### src/hw/rtl/pltr_pkg.sv
// Shared types and constants of the piecewise linear time rescaler.
`default_nettype none
package pltr_pkg;

    localparam logic [23:0] SCALE_MAX   = 24'hFFFFFF;
    localparam logic [23:0] SCALE_ONE   = 24'h010000;
    localparam logic [23:0] THETA_RESET = 24'h010000;
    localparam logic [8:0]  BINS_RESET  = 9'd256;

    // Register index as decoded from the word address.
    localparam logic REG_THETA = 1'b0;
    localparam logic REG_BINS  = 1'b1;

    // Item functions.
    localparam logic FUNC_LOAD = 1'b0;
    localparam logic FUNC_MAP  = 1'b1;

    typedef struct packed {
        logic        func;
        logic [7:0]  bin_index;
        logic [31:0] upper_edge;
        logic [31:0] observed_len;
        logic [31:0] expected_len;
        logic [31:0] time_in;
        logic        passthru;
    } t_in_item;

    typedef struct packed {
        logic [31:0] value_out;
        logic [23:0] scale_out;
        logic        saturated;
    } t_out_item;

    typedef struct packed {
        logic capture;
        logic ld_rd;
        logic ld_chk;
        logic div_step;
        logic map_init;
        logic scan;
        logic map_rd;
        logic map_lo;
        logic mul;
        logic add;
        logic samp_res;
        logic zero_res;
        logic out_load;
    } t_dp_cmd;

    typedef struct packed {
        logic func;
        logic passthru;
        logic oob;
        logic div_done;
        logic scan_done;
    } t_dp_sts;

endpackage
`default_nettype wire

### src/hw/rtl/pltr_ctrl.sv
// Controller of the rescaler: sequences load and map items through the datapath.
`default_nettype none
module pltr_ctrl (
    input  wire                 i_clk,
    input  wire                 i_rst_n,
    input  wire                 i_in_valid,
    output logic                o_in_stall,
    output logic                o_out_valid,
    input  wire                 i_out_stall,
    input  wire pltr_pkg::t_dp_sts i_sts,
    output pltr_pkg::t_dp_cmd   o_cmd
);
    typedef enum logic [3:0] {
        S_IDLE, S_DISPATCH, S_LD_CHK, S_LD_DIV, S_SCAN, S_MAP_RD, S_MAP_LO,
        S_MUL, S_ADD, S_OUT
    } t_state;

    t_state r_state, n_state;
    logic   r_out_valid, n_out_valid;

    assign o_in_stall  = (r_state != S_IDLE);
    assign o_out_valid = r_out_valid;

    always_comb begin
        n_state     = r_state;
        n_out_valid = r_out_valid && i_out_stall;
        o_cmd       = '0;
        case (r_state)
            S_IDLE: begin
                if (i_in_valid) begin
                    o_cmd.capture = 1'b1;
                    n_state       = S_DISPATCH;
                end
            end
            S_DISPATCH: begin
                if (i_sts.func == pltr_pkg::FUNC_LOAD) begin
                    if (i_sts.oob) begin
                        o_cmd.zero_res = 1'b1;
                        n_state        = S_OUT;
                    end else begin
                        o_cmd.ld_rd = 1'b1;
                        n_state     = S_LD_CHK;
                    end
                end else if (i_sts.passthru) begin
                    o_cmd.samp_res = 1'b1;
                    n_state        = S_OUT;
                end else begin
                    o_cmd.map_init = 1'b1;
                    n_state        = S_SCAN;
                end
            end
            S_LD_CHK: begin
                o_cmd.ld_chk = 1'b1;
                n_state      = S_LD_DIV;
            end
            S_LD_DIV: begin
                o_cmd.div_step = 1'b1;
                if (i_sts.div_done) begin
                    n_state = S_MUL;
                end
            end
            S_SCAN: begin
                o_cmd.scan = 1'b1;
                if (i_sts.scan_done) begin
                    n_state = S_MAP_RD;
                end
            end
            S_MAP_RD: begin
                o_cmd.map_rd = 1'b1;
                n_state      = S_MAP_LO;
            end
            S_MAP_LO: begin
                o_cmd.map_lo = 1'b1;
                n_state      = S_MUL;
            end
            S_MUL: begin
                o_cmd.mul = 1'b1;
                n_state   = S_ADD;
            end
            S_ADD: begin
                o_cmd.add = 1'b1;
                n_state   = S_OUT;
            end
            S_OUT: begin
                if (!r_out_valid || !i_out_stall) begin
                    o_cmd.out_load = 1'b1;
                    n_out_valid    = 1'b1;
                    n_state        = S_IDLE;
                end
            end
            default: begin
                n_state = S_IDLE;
            end
        endcase
    end

    always_ff @(posedge i_clk) begin
        if (!i_rst_n) begin
            r_state     <= S_IDLE;
            r_out_valid <= 1'b0;
        end else begin
            r_state     <= n_state;
            r_out_valid <= n_out_valid;
        end
    end

endmodule
`default_nettype wire

### config.mk
export PLATFORM = sky130hd
export DESIGN_NAME = pltr_ctrl
export DESIGN_NICKNAME = d
export VERILOG_FILES = /design/src/hw/rtl/pltr_pkg.sv /design/src/hw/rtl/pltr_ctrl.sv
export SDC_FILE = /design/constraint.sdc
export NUM_CORES = 1
export LEC_CHECK = 0
export BUFFER_PORTS_ARGS = -buffer_cell sky130_fd_sc_hd__buf_2
export CELL_PAD_IN_SITES_DETAIL_PLACEMENT = 0
export CELL_PAD_IN_SITES_GLOBAL_PLACEMENT = 1
export CORE_UTILIZATION = 30
export CTS_CLUSTER_SIZE = 30
export DETAILED_ROUTE_END_ITERATION = 8
export PLACE_DENSITY = 0.92
export SLEW_MARGIN = 20
export SYNTH_ARGS = -nofsm -noshare
export SYNTH_HDL_FRONTEND = slang
export SYNTH_SLANG_ARGS = --single-unit
### constraint.sdc
create_clock -name i_clk -period 2.9 [get_ports i_clk]
set_input_delay 0.58 -clock i_clk [delete_from_list [all_inputs] [get_ports i_clk]]
set_output_delay 0.58 -clock i_clk [all_outputs]
set_load 0.005 [all_outputs]
# ---- Word level (Yosys, flattened, before mapping)
# Cells that the tools add are included.
dict set report totals {
  reg_bits 5
  input_bits 9
  out_inout_bits 15
}
dict set report op_classes {
  n_eq_ne 13
  mux 32
  reduce_logical 7
}
# cell count
set op_table {}
lappend op_table {{4-bit case mux with 10 select lines} 1}
lappend op_table {{4-bit two-way mux} 7}
lappend op_table {{1-bit two-way mux} 23}
lappend op_table {{4-bit by 3-bit == test with 1-bit output, second input constant} 4}
lappend op_table {{4-bit by 2-bit == test with 1-bit output, second input constant} 2}
lappend op_table {{4-bit == test, second input constant} 2}
lappend op_table {{2-bit inequality test, second input constant} 4}
lappend op_table {{4-bit by 1-bit == test with 1-bit output, second input constant} 1}
lappend op_table {{4-bit zero test} 1}
lappend op_table {{4-bit AND reduction} 1}
lappend op_table {{4-bit nonzero test} 1}
lappend op_table {{1-bit zero test} 2}
lappend op_table {{2-bit two-way mux} 1}
lappend op_table {{1-bit logical AND} 1}
lappend op_table {{1-bit logical OR} 1}

# ---- Depth between registers and ports, before layout
dict set report logic_depth {
  ltp_word 4
  ltp_mapped 5
  ltp_nobuf 4
}

# ---- Worst setup path after synthesis
# OpenSTA, ideal clock, no wires.
dict set report synth_timing {
  path_type {flip-flop to output port}
  start {reg r_state[1]}
  end {out o_cmd[1] in the netlist's numbering}
  t_arrival_ns 0.908
  setup_slack_ns 1.412
  path_stages_with_launch 5
  path_buffers 1
  path_cell_list {dfxtp_1 > buf_6 > nor2_1 > nand2_1 > nor3b_1}
}
# item line_no
set synth_rtl {}
lappend synth_rtl {{from (decl)} pltr_ctrl.sv:18} ;# t_state r_state, n_state;
lappend synth_rtl {{from (signal assigned)} pltr_ctrl.sv:102} ;# r_state <= n_state;
lappend synth_rtl {{to (decl)} pltr_ctrl.sv:11} ;# output pltr_pkg::t_dp_cmd o_cmd

==> flow_summary.toml <==
[worst_setup_path]
rr_endpoint = "r_state[3]"
rrSetupSlack_ns = 1.47
required_ns = 2.32
reg2reg_from = "r_state[2]"
reg2regPathDepth = 4
cp-end-kind = "output port"
crit_fanout = 15
worstPathArrival_ns = 1.54
crit_type = "reg -> out"
start_kind = "flop"

[routing]
routed_wl_um = 993
dr.first_iter.drc_count = 7
via_count = 469
detail-route-antenna-nets = 0
vias_per_cell = 4.79
post_drt_wl_per_cell_um = 10.1
drt_first_pass_iters = 3
drc = 0

[yosys]
synth_ff_type = "dfxtp_1"
synth.avg_cell_area_um2 = 7.28
synth_edf_count = 0
syn-instance-count = 60
ys_seq_area_share_pct = 22.9
synth_async_sr_flop_share_pct = 0
synth_cell_types = 28
yosys_warnings = 0
yosys_register_bits = 5
netlist_area_um2 = 437
syn-num-nets = 69

[global_route]
grt_pass1_vias = 375
gr-total-overflow = 0
antenna_found_initial = 0
grt_max_degree = 17
grt.total_usage_pct = 14.2
grt_pass1_wl_um = 1480

[clock_network]
h-tree-depth = 1
cts_buffers = 3
cts_hold_buffers = 0
clock_sinks = 5
cts_buffer_depth = 2
cts_tree = "yes"
cts_setup_buffers = 0
ctsResizeCount = 0
ctsRootBufferMaster = "clkbuf_4"
clk_pin_slew_ns = 0.04
clk_latency_ns = 0.23

[floorplan]
initial_core_util_pct = 32.7
dieArea_um2 = 1610
die_h_um = 40.2
placementRows = 13
ioPinCount = 24
die_w_um = 40.2
coreArea_um2 = 1330

[sta]
finalClockSkew_ns = 0.000126
rsz0062_at_grt = "false"
relSlewSlack_pct = 69.4
fin_crit_sh_pct = 73.3
drv_slew = 0
worst_slew_pin_slew_ns = 0.459
setup_violations = 0
tns_ns = 0
post-route-min-period_ns = 2.12
finalHoldViolCount = 0
max_freq_mhz = 471

[pwr]
cellPowerDensity_nw_per_um2 = 469
total_power_uw = 264
ir_drop_mv = 0.214
leakage_nw = 0.285

[run]
max_cap_viol_count = 0

[layout]
fin_cells = 98
final_util_pct = 42.2
area_growth_pct = 28.9
final_nets = 93
antenna_cells = 0
drive_gt1_share_pct = 36.1

[run_status]
status = "finished clean"

[hold_path]
hold_class = "reg -> reg"
hold_path.startpoint = "o_out_valid"
whs_path_depth = 2
holdPathEnd = "o_out_valid"

[placement]
io_buffer_count = 23
dp_hpwl_um = 779
dp.cells = 94
gp_congestion = 0.763
worst max-delay path by stage:
| stage | from | endpoint | slack, ns |
|---|---|---|---|
| 2_1_floorplan | r_state[1] | o_cmd[1] | 1.41 |
| 3_3_place_gp | r_state[0] | o_cmd[0] | 1.08 |
| 3_5_place_dp | r_state[0] | o_cmd[0] | 1.04 |
| 4_1_cts | r_state[0] | o_cmd[0] | 0.78 |
| 5_1_grt | r_state[0] | o_cmd[0] | 0.66 |
| 6_report | r_state[0] | o_cmd[0] | 0.78 |
metal layers:
metal | track usage, % | vias to the layer above | wire length (um)
met4 | 10.3 | 0 | 0
met1 | 15.3 | 199 | 470
met3 | 3.33 | 0 | 32
li1 | - | 261 | -
met5 | 0 | - | 0
met2 | 23.8 | 9 | 491
power by group:
group	switching, mW	internal, mW	leakage (nW)
Clock	0.0257	0.0518	0.0150
Combinational	0.0404	0.0466	0.229
Sequential	0.0226	0.0766	0.0409
Total	0.0887	0.175	0.285
layout by cell type (no fill, tap or decap), types with 2 or more instances in the layout:
| master | count |
|---|---|
| nand3b_1 | 3 |
| nand2_1 | 5 |
| dfxtp_1 | 5 |
| inv_1 | 2 |
| nor2_1 | 9 |
| clkbuf_4 | 3 |
| buf_2 | 23 |
| nand3_1 | 2 |
| nor3_1 | 6 |
| a21oi_1 | 5 |
| nand2b_1 | 3 |
state kept, by name, indices dropped and copies added, names as in the netlist:
| name | flops |
|---|---|
| r_state | 4 |
| o_out_valid | 1 |
Yosys cell counts, types with 2 or more instances:
master	number	area (um^2)
nand2b_1	3	18.8
nand3_1	2	10.0
a21oi_1	5	25.0
buf_6	2	22.5
nor3_1	6	30.0
nand3b_1	3	22.5
inv_1	2	7.51
nand2_1	5	18.8
dfxtp_1	5	100
nor2_1	9	33.8
area by class of cell:
type,count,area [um^2]
multi-input cells,49,295
inverters,2,7.51
flip-flops and latches,5,100
well taps,15,18.8
fillers,153,771
clock buffers,4,26.3
repair buffers,23,115
stage by stage:
stage / hold slack (ns) / area [um^2] / worst slack [ns]
finish: 0.557 / 563 / 0.776
global route: 0.587 / 563 / 0.663
CTS: 0.562 / 563 / 0.777
detailed placement: 0.556 / 537 / 1.04
global placement: 0.549 / 537 / 1.08
floorplan: 0.535 / 437 / 1.41
cells by family (layout without fill, tap and decap cells):
logic type / Yosys count / in the layout / synth area share (%)
AOI/OAI and AO/OA: 14 / 14 / 24.6
and+or+nand+nor: 34 / 34 / 40.7
DFF: 5 / 5 / 22.9
muxes: 1 / 1 / 2.29
buffers and inverters: 6 / 29 / 9.46
worst max-delay path, cell delays in order, from the launching register on:
cell,delay (ns)
dfxtp_1,0.58
nor2b_1,0.28
nand3b_1,0.18
a21oi_1,0.15
buf_2,0.13
No activity file was read; power rests on OpenSTA's default activity.
